==> config.mk <==
export PLATFORM = sky130hd
export DESIGN_NAME = morse_text_encoder_unit
export DESIGN_NICKNAME = d
export VERILOG_FILES = /design/src/mte_pkg.sv /design/src/mte_front.sv /design/src/mte_queue.sv /design/src/mte_back.sv /design/src/morse_text_encoder_unit.sv
export SDC_FILE = /design/constraint.sdc
export NUM_CORES = 1
export LEC_CHECK = 0
export BUFFER_PORTS_ARGS = -buffer_cell sky130_fd_sc_hd__buf_2
export CORE_MARGIN = 4
export CORE_UTILIZATION = 55
export DETAILED_ROUTE_END_ITERATION = 12
export HOLD_SLACK_MARGIN = 0.05
export PLACE_DENSITY_LB_ADDON = 0.1
export SYNTH_ARGS = -nofsm -noshare
export SYNTH_HDL_FRONTEND = slang
export SYNTH_SLANG_ARGS = --single-unit
==> constraint.sdc <==
create_clock -name clk_i -period 3.1 [get_ports clk_i]
set_input_delay 0.93 -clock clk_i [delete_from_list [all_inputs] [get_ports clk_i]]
set_output_delay 0.93 -clock clk_i [all_outputs]
set_load 0.01 [all_outputs]
==> src/mte_pkg.sv <==
package mte_pkg;

  typedef enum logic [1:0] {
    SYM_DOT  = 2'd0,
    SYM_DASH = 2'd1,
    SYM_GAP  = 2'd2
  } symbol_e;

  localparam int unsigned CodeMax  = 6;
  localparam int unsigned LenW     = $clog2(CodeMax + 1);
  localparam int unsigned GapW     = 2;
  localparam int unsigned WordGap  = 3;
  localparam int unsigned QDepth   = 2;
  localparam int unsigned QPtrW    = (QDepth > 1) ? $clog2(QDepth) : 1;
  localparam int unsigned QCntW    = $clog2(QDepth + 1);

  // code bits are left aligned: bits[CodeMax-1] is sent first, 1 is a dash
  typedef struct packed {
    logic [LenW-1:0]    len;
    logic [CodeMax-1:0] bits;
  } morse_t;

  // one queue entry: separator gaps, then the code
  typedef struct packed {
    logic [GapW-1:0]    gaps;
    logic [LenW-1:0]    len;
    logic [CodeMax-1:0] bits;
  } desc_t;

  typedef struct packed {
    logic full;
    logic empty;
  } q_status_t;

  function automatic logic is_space(input logic [7:0] c);
    return (c == 8'h20) || ((c >= 8'h09) && (c <= 8'h0d));
  endfunction

  function automatic morse_t morse_of(input logic [7:0] c_in);
    logic [7:0] c;
    morse_t     m;
    c = c_in;
    if ((c >= 8'h61) && (c <= 8'h7a)) c = c - 8'h20;
    case (c)
      "A":     m = '{len: 3'd2, bits: 6'b010000};
      "B":     m = '{len: 3'd4, bits: 6'b100000};
      "C":     m = '{len: 3'd4, bits: 6'b101000};
      "D":     m = '{len: 3'd3, bits: 6'b100000};
      "E":     m = '{len: 3'd1, bits: 6'b000000};
      "F":     m = '{len: 3'd4, bits: 6'b001000};
      "G":     m = '{len: 3'd3, bits: 6'b110000};
      "H":     m = '{len: 3'd4, bits: 6'b000000};
      "I":     m = '{len: 3'd2, bits: 6'b000000};
      "J":     m = '{len: 3'd4, bits: 6'b011100};
      "K":     m = '{len: 3'd3, bits: 6'b101000};
      "L":     m = '{len: 3'd4, bits: 6'b010000};
      "M":     m = '{len: 3'd2, bits: 6'b110000};
      "N":     m = '{len: 3'd2, bits: 6'b100000};
      "O":     m = '{len: 3'd3, bits: 6'b111000};
      "P":     m = '{len: 3'd4, bits: 6'b011000};
      "Q":     m = '{len: 3'd4, bits: 6'b110100};
      "R":     m = '{len: 3'd3, bits: 6'b010000};
      "S":     m = '{len: 3'd3, bits: 6'b000000};
      "T":     m = '{len: 3'd1, bits: 6'b100000};
      "U":     m = '{len: 3'd3, bits: 6'b001000};
      "V":     m = '{len: 3'd4, bits: 6'b000100};
      "W":     m = '{len: 3'd3, bits: 6'b011000};
      "X":     m = '{len: 3'd4, bits: 6'b100100};
      "Y":     m = '{len: 3'd4, bits: 6'b101100};
      "Z":     m = '{len: 3'd4, bits: 6'b110000};
      "0":     m = '{len: 3'd5, bits: 6'b111110};
      "1":     m = '{len: 3'd5, bits: 6'b011110};
      "2":     m = '{len: 3'd5, bits: 6'b001110};
      "3":     m = '{len: 3'd5, bits: 6'b000110};
      "4":     m = '{len: 3'd5, bits: 6'b000010};
      "5":     m = '{len: 3'd5, bits: 6'b000000};
      "6":     m = '{len: 3'd5, bits: 6'b100000};
      "7":     m = '{len: 3'd5, bits: 6'b110000};
      "8":     m = '{len: 3'd5, bits: 6'b111000};
      "9":     m = '{len: 3'd5, bits: 6'b111100};
      "/":     m = '{len: 3'd5, bits: 6'b100100};
      "?":     m = '{len: 3'd6, bits: 6'b001100};
      ",":     m = '{len: 3'd6, bits: 6'b110011};
      ".":     m = '{len: 3'd6, bits: 6'b010101};
      "+":     m = '{len: 3'd5, bits: 6'b010100};
      "=":     m = '{len: 3'd5, bits: 6'b100010};
      default: m = '{len: '0, bits: '0};
    endcase
    return m;
  endfunction

endpackage

==> src/mte_front.sv <==
module mte_front (
  input  logic                clk_i,
  input  logic                rst_ni,
  input  logic                in_valid_i,
  output logic                in_ready_o,
  input  logic [7:0]          char_code_i,
  input  mte_pkg::q_status_t  q_status_i,
  output logic                push_o,
  output mte_pkg::desc_t      push_desc_o
);
  import mte_pkg::*;

  logic   any_seen_q, any_seen_d;
  logic   prev_ws_q, prev_ws_d;
  logic   accept;
  logic   ws;
  morse_t code;

  assign in_ready_o = !q_status_i.full;
  assign accept     = in_valid_i && in_ready_o;
  assign ws         = is_space(char_code_i);
  assign code       = morse_of(char_code_i);

  always_comb begin
    if (prev_ws_q) begin
      push_desc_o.gaps = GapW'(WordGap);
    end else if (any_seen_q) begin
      push_desc_o.gaps = GapW'(1);
    end else begin
      push_desc_o.gaps = '0;
    end
    push_desc_o.len  = code.len;
    push_desc_o.bits = code.bits;
  end

  // words that cause no symbol never enter the queue
  assign push_o = accept && !ws && ((push_desc_o.gaps != '0) || (code.len != '0));

  always_comb begin
    any_seen_d = any_seen_q;
    prev_ws_d  = prev_ws_q;
    if (accept) begin
      any_seen_d = 1'b1;
      prev_ws_d  = ws;
    end
  end

  always_ff @(posedge clk_i or negedge rst_ni) begin
    if (!rst_ni) begin
      any_seen_q <= 1'b0;
      prev_ws_q  <= 1'b0;
    end else begin
      any_seen_q <= any_seen_d;
      prev_ws_q  <= prev_ws_d;
    end
  end

endmodule

==> src/mte_queue.sv <==
module mte_queue (
  input  logic                clk_i,
  input  logic                rst_ni,
  input  logic                push_i,
  input  mte_pkg::desc_t      push_desc_i,
  input  logic                pop_i,
  output mte_pkg::desc_t      pop_desc_o,
  output mte_pkg::q_status_t  status_o
);
  import mte_pkg::*;

  desc_t            mem_q [QDepth];
  logic [QPtrW-1:0] wr_ptr_q, wr_ptr_d;
  logic [QPtrW-1:0] rd_ptr_q, rd_ptr_d;
  logic [QCntW-1:0] cnt_q, cnt_d;

  function automatic logic [QPtrW-1:0] ptr_inc(input logic [QPtrW-1:0] p);
    return (p == QPtrW'(QDepth - 1)) ? '0 : p + QPtrW'(1);
  endfunction

  assign status_o.full  = (cnt_q == QCntW'(QDepth));
  assign status_o.empty = (cnt_q == '0);
  assign pop_desc_o     = mem_q[rd_ptr_q];

  always_comb begin
    wr_ptr_d = push_i ? ptr_inc(wr_ptr_q) : wr_ptr_q;
    rd_ptr_d = pop_i ? ptr_inc(rd_ptr_q) : rd_ptr_q;
    cnt_d    = cnt_q;
    if (push_i && !pop_i) begin
      cnt_d = cnt_q + QCntW'(1);
    end else if (pop_i && !push_i) begin
      cnt_d = cnt_q - QCntW'(1);
    end
  end

  always_ff @(posedge clk_i or negedge rst_ni) begin
    if (!rst_ni) begin
      wr_ptr_q <= '0;
      rd_ptr_q <= '0;
      cnt_q    <= '0;
    end else begin
      wr_ptr_q <= wr_ptr_d;
      rd_ptr_q <= rd_ptr_d;
      cnt_q    <= cnt_d;
    end
  end

  always_ff @(posedge clk_i) begin
    if (push_i) begin
      mem_q[wr_ptr_q] <= push_desc_i;
    end
  end

  a_no_push_full: assert property (@(posedge clk_i) disable iff (!rst_ni)
    push_i |-> !status_o.full)
    else $error("queue push while full");

  a_no_pop_empty: assert property (@(posedge clk_i) disable iff (!rst_ni)
    pop_i |-> !status_o.empty)
    else $error("queue pop while empty");

  a_cnt_step: assert property (@(posedge clk_i) disable iff (!rst_ni)
    (push_i && !pop_i) |=> (cnt_q == $past(cnt_q) + QCntW'(1)))
    else $error("queue count did not follow push");

endmodule

==> src/mte_back.sv <==
module mte_back (
  input  logic                clk_i,
  input  logic                rst_ni,
  input  mte_pkg::q_status_t  q_status_i,
  input  mte_pkg::desc_t      pop_desc_i,
  output logic                pop_o,
  output logic                out_valid_o,
  input  logic                out_ready_i,
  output logic [1:0]          symbol_o,
  output logic                last_of_run_o
);
  import mte_pkg::*;

  logic               w_valid_q, w_valid_d;
  logic [GapW-1:0]    gaps_q, gaps_d;
  logic [LenW-1:0]    len_q, len_d;
  logic [CodeMax-1:0] bits_q, bits_d;

  logic               out_valid_q, out_valid_d;
  symbol_e            sym_q, sym_d;
  logic               last_q, last_d;

  logic               adv;
  logic               is_last;
  symbol_e            cur_sym;

  assign adv     = w_valid_q && (!out_valid_q || out_ready_i);
  assign is_last = ((gaps_q == GapW'(1)) && (len_q == '0)) ||
                   ((gaps_q == '0) && (len_q == LenW'(1)));
  assign cur_sym = (gaps_q != '0) ? SYM_GAP :
                   (bits_q[CodeMax-1] ? SYM_DASH : SYM_DOT);

  assign pop_o = !q_status_i.empty && (!w_valid_q || (adv && is_last));

  always_comb begin
    w_valid_d = w_valid_q;
    gaps_d    = gaps_q;
    len_d     = len_q;
    bits_d    = bits_q;
    if (adv) begin
      if (is_last) begin
        w_valid_d = 1'b0;
      end else if (gaps_q != '0) begin
        gaps_d = gaps_q - GapW'(1);
      end else begin
        len_d  = len_q - LenW'(1);
        bits_d = {bits_q[CodeMax-2:0], 1'b0};
      end
    end
    if (pop_o) begin
      w_valid_d = 1'b1;
      gaps_d    = pop_desc_i.gaps;
      len_d     = pop_desc_i.len;
      bits_d    = pop_desc_i.bits;
    end
  end

  // output register parts the serializer from the consumer
  always_comb begin
    out_valid_d = out_valid_q;
    sym_d       = sym_q;
    last_d      = last_q;
    if (adv) begin
      out_valid_d = 1'b1;
      sym_d       = cur_sym;
      last_d      = is_last;
    end else if (out_ready_i) begin
      out_valid_d = 1'b0;
    end
  end

  always_ff @(posedge clk_i or negedge rst_ni) begin
    if (!rst_ni) begin
      w_valid_q   <= 1'b0;
      out_valid_q <= 1'b0;
    end else begin
      w_valid_q   <= w_valid_d;
      out_valid_q <= out_valid_d;
    end
  end

  always_ff @(posedge clk_i) begin
    gaps_q <= gaps_d;
    len_q  <= len_d;
    bits_q <= bits_d;
    sym_q  <= sym_d;
    last_q <= last_d;
  end

  assign out_valid_o   = out_valid_q;
  assign symbol_o      = sym_q;
  assign last_of_run_o = last_q;

  a_work_nonempty: assert property (@(posedge clk_i) disable iff (!rst_ni)
    w_valid_q |-> ((gaps_q != '0) || (len_q != '0)))
    else $error("serializer holds an empty word");

  a_gap_before_code: assert property (@(posedge clk_i) disable iff (!rst_ni)
    (adv && (gaps_q != '0)) |=> (sym_q == SYM_GAP))
    else $error("separator gap not sent first");

  a_len_bound: assert property (@(posedge clk_i) disable iff (!rst_ni)
    w_valid_q |-> (len_q <= LenW'(CodeMax)))
    else $error("code length out of range");

endmodule

==> src/morse_text_encoder_unit.sv <==
// channel  | handshake                  | payload
// ---------+----------------------------+-------------------------------
// input    | in_valid_i / in_ready_o    | char_code_i [7:0]
// output   | out_valid_o / out_ready_i  | symbol_o [1:0], last_of_run_o
//
// a word is taken on an input handshake and queued as a gap count plus its
// code; the serializer sends one symbol per cycle while the output is not
// stalled: 1 to 9 symbols per word, whitespace and an unknown first byte none
// reset clears the word-boundary state, the queue and the output register
// a stalled output holds its register; the two-entry queue then fills and
// in_ready_o drops
module morse_text_encoder_unit (
  input  logic       clk_i,
  input  logic       rst_ni,
  input  logic       in_valid_i,
  output logic       in_ready_o,
  input  logic [7:0] char_code_i,
  output logic       out_valid_o,
  input  logic       out_ready_i,
  output logic [1:0] symbol_o,
  output logic       last_of_run_o
);
  import mte_pkg::*;

  q_status_t q_status;
  logic      push;
  logic      pop;
  desc_t     push_desc;
  desc_t     pop_desc;

  mte_front u_front (
    .clk_i       (clk_i),
    .rst_ni      (rst_ni),
    .in_valid_i  (in_valid_i),
    .in_ready_o  (in_ready_o),
    .char_code_i (char_code_i),
    .q_status_i  (q_status),
    .push_o      (push),
    .push_desc_o (push_desc)
  );

  mte_queue u_queue (
    .clk_i       (clk_i),
    .rst_ni      (rst_ni),
    .push_i      (push),
    .push_desc_i (push_desc),
    .pop_i       (pop),
    .pop_desc_o  (pop_desc),
    .status_o    (q_status)
  );

  mte_back u_back (
    .clk_i         (clk_i),
    .rst_ni        (rst_ni),
    .q_status_i    (q_status),
    .pop_desc_i    (pop_desc),
    .pop_o         (pop),
    .out_valid_o   (out_valid_o),
    .out_ready_i   (out_ready_i),
    .symbol_o      (symbol_o),
    .last_of_run_o (last_of_run_o)
  );

endmodule
; ---- Yosys cells after proc, flatten, opt, wreduce, memory -nomap -nowiden
; Memory sizes are Yosys's and may differ from the RTL's.
; Index checks and enable logic that the tools add are counted.
[totals]
ff_bits = 22
ram_bits = 22
romBits = 1152
out_inout_bits = 5
elab_cells = 97
n_memories = 2
[op_classes]
n_addsub = 7
magnitude_cmp = 4
n_eq_ne = 6
n_mux = 28
reduce_logical = 38
[mem_list]
columns = memory, depth, word_bits, read_ports, rd_ports_with_merged_regs, wr, line
row1 = (no name shown), 128, 9, 1, 0, 0, mte_pkg.sv:44  ; case (c)
row2 = u_queue.mem_q, 2, 11, 1, 0, 1, mte_queue.sv:12  ; desc_t mem_q [QDepth];
[op_table]
columns = operator, n
row1 = 6-bit 2-to-1 mux, 4
row2 = 2-bit 2-to-1 mux, 7
row3 = 2-bit nonzero test, 7
row4 = 1-bit logical AND, 12
row5 = 3-bit 2-to-1 mux, 4
row6 = 1-bit 2-to-1 mux, 11
row7 = 9-bit 2-to-1 mux, 1
row8 = "8-bit by 6-bit equality test with 1-bit output, second input constant", 1
row9 = "8-bit by 4-bit greater-or-equal comparator with 1-bit output, second input constant", 1
row10 = "8-bit by 7-bit greater-or-equal comparator with 1-bit output, second input constant", 1
row11 = "8-bit by 4-bit <= comparator with 1-bit output, second input constant", 1
row12 = "8-bit by 7-bit <= comparator with 1-bit output, second input constant", 1
row13 = 8-bit 2-to-1 mux, 1
row14 = "8-bit by 6-bit subtractor with 8-bit output, second input constant", 1
row15 = 1-bit zero test, 7
row16 = 3-bit AND reduction, 2
row17 = 1-bit logical OR, 5
row18 = 2-bit zero test, 2
row19 = "2-bit inequality test, second input constant", 2
row20 = "2-bit by 1-bit subtractor with 2-bit output, second input constant", 2
row21 = "3-bit by 1-bit equality test with 1-bit output, second input constant", 1
row22 = 3-bit zero test, 1
row23 = 3-bit nonzero test, 1
row24 = "3-bit by 1-bit subtractor with 3-bit output, second input constant", 1
row25 = 5 further kinds, 6

; ---- Logic depth before layout (Yosys ltp)
; An unclocked memory read counts as a cell.
[logic_depth]
ltp_word = 12
mapped_depth = 13
depth_no_buf = 12

; ---- Hierarchy
; A second synthesis with hierarchy kept.
[hier_totals]
cells_unflattened = 263
hier_area_um2 = 2885.3
[modules_own_cells]
columns = module, instances, cells_each, area_per_inst_um2, seq_area_each_um2
row1 = mte_front, 1, 157, 1053.5, 50.0
row2 = mte_queue, 1, 50, 1018.5, 760.7
row3 = mte_back, 1, 56, 813.3, 470.5

; ---- Worst setup path after synthesis
; Ideal clock, no wire load.
[synth_timing]
kind = input-to-reg
startpoint = input port char_code_i[1]
endpoint = memory u_queue.mem_q[1][0] in the netlist's numbering (enable)
setup_time_ns = 0.349
arrival_ns = 2.798
required_time_ns = 2.751
slack_ns = -0.047
path_stages = 10
path_buffers = 1
path_cell_list = buf_4 > inv_2 > ha_1 > nor2_2 > and4_4 > o41ai_4 > nand2_4 > a31o_4 > a21oi_4 > and2_1
[synth_between]
elab_chain_len = 10
word_cells_on_any_way = 19
[synth_lines]
columns = element, line
row1 = "start, declared", morse_text_encoder_unit.sv:17  ; input logic [7:0] char_code_i,
row2 = 8-bit by 7-bit greater-or-equal comparator with 1-bit output / 8-bit by 7-bit <= comparator with 1-bit output (equally long branches), mte_pkg.sv:43  ; if ((c >= 8'h61) && (c <= 8'h7a)) c = c - 8'h20;
row3 = 1-bit logical AND, mte_pkg.sv:43
row4 = 8-bit 2-to-1 mux, mte_pkg.sv:43
row5 = memory read 128 x 9 bit, n/a
row6 = 9-bit 2-to-1 mux, mte_pkg.sv:44
row7 = 3-bit nonzero test, mte_front.sv:37  ; assign push_o = accept && !ws && ((push_desc_o.gaps != '0) || (code.len != '0));
row8 = 1-bit logical OR, mte_front.sv:37
row9 = 1-bit logical AND *, mte_front.sv:37
row10 = named net push, morse_text_encoder_unit.sv:26  ; logic push;
row11 = 1-bit 2-to-1 mux *, mte_queue.sv:49  ; if (push_i) begin
row12 = 1-bit 2-to-1 mux (not written as such) *, mte_queue.sv:50  ; mem_q[wr_ptr_q] <= push_desc_i;
row13 = "end, declared", mte_queue.sv:12
; Mark *: on every way through the listed nets, which the timed path passes. The rest lies on a longest branch.

; ---- Worst setup path in the final report
[layout_timing]
startpoint = input port char_code_i[0]
endpoint = register u_queue.cnt_q[1]
[layout_between]
elab_chain_len = 11
word_cells_on_any_way = 22
[layout_lines]
columns = element, line
row1 = 8-bit by 7-bit greater-or-equal comparator with 1-bit output / 8-bit by 7-bit <= comparator with 1-bit output (equally long branches), mte_pkg.sv:43
row2 = 1-bit logical AND, mte_pkg.sv:43
row3 = 8-bit 2-to-1 mux, mte_pkg.sv:43
row4 = memory read 128 x 9 bit, n/a
row5 = 9-bit 2-to-1 mux, mte_pkg.sv:44
row6 = 3-bit nonzero test, mte_front.sv:37
row7 = 1-bit logical OR, mte_front.sv:37
row8 = 1-bit logical AND *, mte_front.sv:37
row9 = named net push, morse_text_encoder_unit.sv:26
row10 = 1-bit zero test, mte_queue.sv:31  ; end else if (pop_i && !push_i) begin
row11 = 1-bit logical AND, mte_queue.sv:31
row12 = 2-bit nonzero test (no source line), n/a
row13 = "end signal, assigned", mte_queue.sv:44  ; cnt_q <= cnt_d;
row14 = "end, declared", mte_queue.sv:15  ; logic [QCntW-1:0] cnt_q, cnt_d;
; Marked as above.
; A chain may end at the register's enable or synchronous reset.

==> results.yml <==
outcome:
  outcome: "completed"
route:
  final_antenna_net_count: 0
  top_layer: "met4"
  avgViaCountPerCell: 5.545
  wl_per_cell_um: 14.54
  met1Wirelength_um: 2319
  wl_met3_um: 191
  dr_total_vias: 2074
  routed_wl_um: 5438
  drt_pass1_iterations: 4
  wl_met2_um: 2773
  drc: 0
  drt_iter0_markers: 77
power:
  leakage_nw: 1.283
  internal_power_mw: 1.315
  powerDensity_nw_per_um2: 587.8
  swShare_pct: 30.30
  p_comb_share_pct: 28.5
  switchingPower_mw: 0.5717
  seqPwrFrac_pct: 49.8
  vdd_ir_drop_max_mv: 0.2620
  clkPwrFrac_pct: 21.7
synth:
  syn_nets: 297
  synth-seq-cells: 44
  async_flop_share_pct: 18.18
  syn_area_um2: 2800
  yosysWarnings: 0
  ys_seq_area_share_pct: 45.76
  synth_ff_type: "edfxtp_1"
  ys_types: 55
  synth_edf_count: 36
  syn_inst: 270
  syn_area_per_cell_um2: 10.37
sta:
  fin_tns_setup_ns: 0
  fin_crit_ns: 2.887
  rsz0062_at_grt: "false"
  max_slew_margin_pct: 58.05
  finalHoldViolations: 0
  tightest_slew_ns: 0.6293
  setup_viol: 0
  fmax_mhz: 346.4
  period_share_pct: 93.12
  report.final.slew_viol_count: 0
  worst_clock_skew_ns: 0.003929
placement:
  io_buffers: 16
  numPlacedInstances: 366
  hpwlAfterDp_um: 4190
  gp_congestion: 0.8919
  place_area_um2: 3104
cells_and_area:
  layout.cells.non_filler: 374
  antenna_cells: 0
  nets: 333
  drive_above_1_share_pct: 23.45
  finalInstanceArea_um2: 3211
  seq_area_um2: 1281
  multi_input_area_um2: 1381
  fillers: 411
  synthToLayoutAreaGrowth_pct: 14.66
setup_path:
  cp_slowest_cell: "ha_1"
  arrival_ns: 3.10
  regToRegStartpoint: "u_back.gaps_q[0]"
  crit_type: "input port to flop"
  slowest_delay_ns: 0.34
  worstPathRequired_ns: 3.32
  critPathTopFamily: "compound AO/OA/AOI/OAI gates"
  crit_path_start: "char_code_i[0]"
  startpoint_type: "input port"
  end_kind: "flop"
  critPathBufInv: 2
  crit_fanout: 4
  cpMostUsedCell: "ha_1"
  cp_cell_sequence: "buf_2 -> buf_4 -> ha_1 -> nor2_2 -> and4_4 -> o41ai_4 -> a31o_2 -> a211oi_2 -> a21oi_4 -> ha_1 -> nor2_1 -> xor2_1"
clock_network:
  cts_max_level: 2
  cts-root-buf: "clkbuf_8"
  cts_hold_buf: 0
  tritoncts: "done"
  clock_latency_ns: 0.29
  post-cts-setup-buffers: 0
  ctsResizeCount: 0
  cts_buffers: 5
  clkTransAtPathRegs_ns: 0.08
  clock-sinks: 44
  clock_path_buffers: 2
global_route:
  grt_usage_pct: 18.31
  grt_pass1_wl_um: 9135
  grt_pass1_vias: 2033
  antenna_found_initial: 0
  grt_overflow: 0
  grt_max_degree: 23
floorplan:
  initial_core_util_pct: 58.13
  num_rows: 25
  chipHeight_um: 79.35
  core_um2: 4817
  boundaryPins: 17
  die-width_um: 79.35
  die-area_um2: 6296
worst_hold_path:
  hold_class: "input port to asynchronous set/reset pin"
flow_run:
  cap_violations: 0
==> worst reg2reg max path, stage by stage (launching register included) <==
cell and delay [ns]:
edfxtp_1 0.42, inv_1 0.08, ha_1 0.21, a22oi_1 0.10
or2_2 0.30, inv_1 0.07, nand2_1 0.05, nand2_1 0.09
o21ai_1 0.21, buf_4 0.27, a211oi_1 0.24, a21oi_1 0.06
==> Yosys cell counts, drive strengths merged (6+ instances only) <==
cell / instances / share of area [%]
nor2: 19 / 2.6
mux2i: 11 / 3.9
a211oi: 9 / 2.6
edfxtp: 36 / 39
a21oi: 18 / 4.0
nand2: 24 / 3.5
buf: 11 / 2.3
o21ai: 20 / 3.6
nor2b: 9 / 2.0
inv: 14 / 1.9
nand2b: 10 / 2.5
ha: 15 / 6.7
clkbuf: 6 / 0.80
dfrtp: 8 / 7.1
==> power groups by stage <==
stage | Sequential (mW) | Combinational [mW] | Clock [mW]
3_5_place_dp | 0.957 | 0.542 | 0
5_1_grt | 0.958 | 0.604 | 0.444
3_3_place_gp | 0.946 | 0.529 | 0
4_1_cts | 0.944 | 0.545 | 0.421
6_report | 0.941 | 0.537 | 0.409
2_1_floorplan | 0.903 | 0.424 | 0
==> logic make-up (layout without fill, tap and decap cells) <==
| family | Yosys count | after routing | share of synthesized area (%) |
|---|---|---|---|
| flip-flops | 44 | 44 | 45.76 |
| AO/OA/AOI/OAI | 78 | 78 | 20.42 |
| multiplexers | 13 | 13 | 4.736 |
| adder cells (fa/ha/maj) | 15 | 15 | 6.702 |
| XOR/XNOR | 7 | 7 | 2.189 |
| buffers and inverters | 31 | 68 | 5.004 |
| AND/OR/NAND/NOR | 82 | 82 | 15.19 |
==> cells in the final DEF, fill, tap and decap left out, types with 3 or more instances in the layout <==
cell type  Yosys  routed
nand2b_1       9       9
mux2i_1       11      11
and2_1         5       4
nand2_1       23      23
o211ai_1       4       4
nor2_1        18      18
a21oi_1       16      16
nand3_1        5       5
nor4_1         3       3
buf_4          2      30
xor2_1         5       5
dfrtp_1        8       8
nor2b_1        9       9
ha_1          15      15
edfxtp_1      36      36
o21ai_1        3       3
a211oi_1       8       8
buf_2          7      16
o21ai_0       17      17
clkbuf_8       0       5
a22oi_1        3       3
inv_1         12      12
==> per-layer routing <==
layer	vias up	GRT usage [%]
met4	0	8.763
met5	-	0
li1	1058	-
met1	954	21.42
met3	14	2.268
met2	48	33.00
==> per-stage QoR <==
stage	utilization, %	worst slack, ns	hold slack [ns]	total power [mW]
3_3_place_gp	64.44	-0.007098	0.4539	1.474
4_1_cts	66.65	0.2333	0.4591	1.909
5_1_grt	66.65	0.03483	0.4678	2.006
6_report	66.65	0.2132	0.4644	1.887
3_5_place_dp	64.44	-0.06578	0.4563	1.498
2_1_floorplan	-	0.01014	0.4357	1.327
==> area by class of cell <==
cell class,instances,share of cell area (%)
multi-input combinational,195,43.02
sequential,44,39.91
timing repair buffer,46,9.509
tap,67,2.611
clock buffer,5,2.143
inverter,14,1.637
clock inverter,3,1.169
==> registers in the layout, indices dropped and copies added (netlist names) <==
signal                flops
u_front.prev_ws_q         1
u_queue.cnt_q             2
u_queue.rd_ptr_q          1
u_queue.mem_q            22
u_queue.wr_ptr_q          1
u_back.w_valid_q          1
u_back.out_valid_o        1
u_back.symbol_o           2
u_front.any_seen_q        1
u_back.bits_q             6
u_back.gaps_q             2
u_back.len_q              3
u_back.last_of_run_o      1
==> final timing paths <==
| check | end | slack [ns] | cells after the start |
|---|---|---|---|
| worst max-delay path | u_queue.cnt_q[1] | 0.21 | 12 |
| worst min-delay path | u_queue.cnt_q[0] | 0.46 | 1 |
| worst max register to register | u_back.len_q[1] | 0.77 | 11 |
| worst min register to register | u_front.any_seen_q | 0.47 | 1 |
| max in group asynchronous | u_queue.wr_ptr_q | 2.47 | 1 |
| min in group clk_i | u_front.any_seen_q | 0.47 | 1 |
Power figures use the tool's default switching activity.
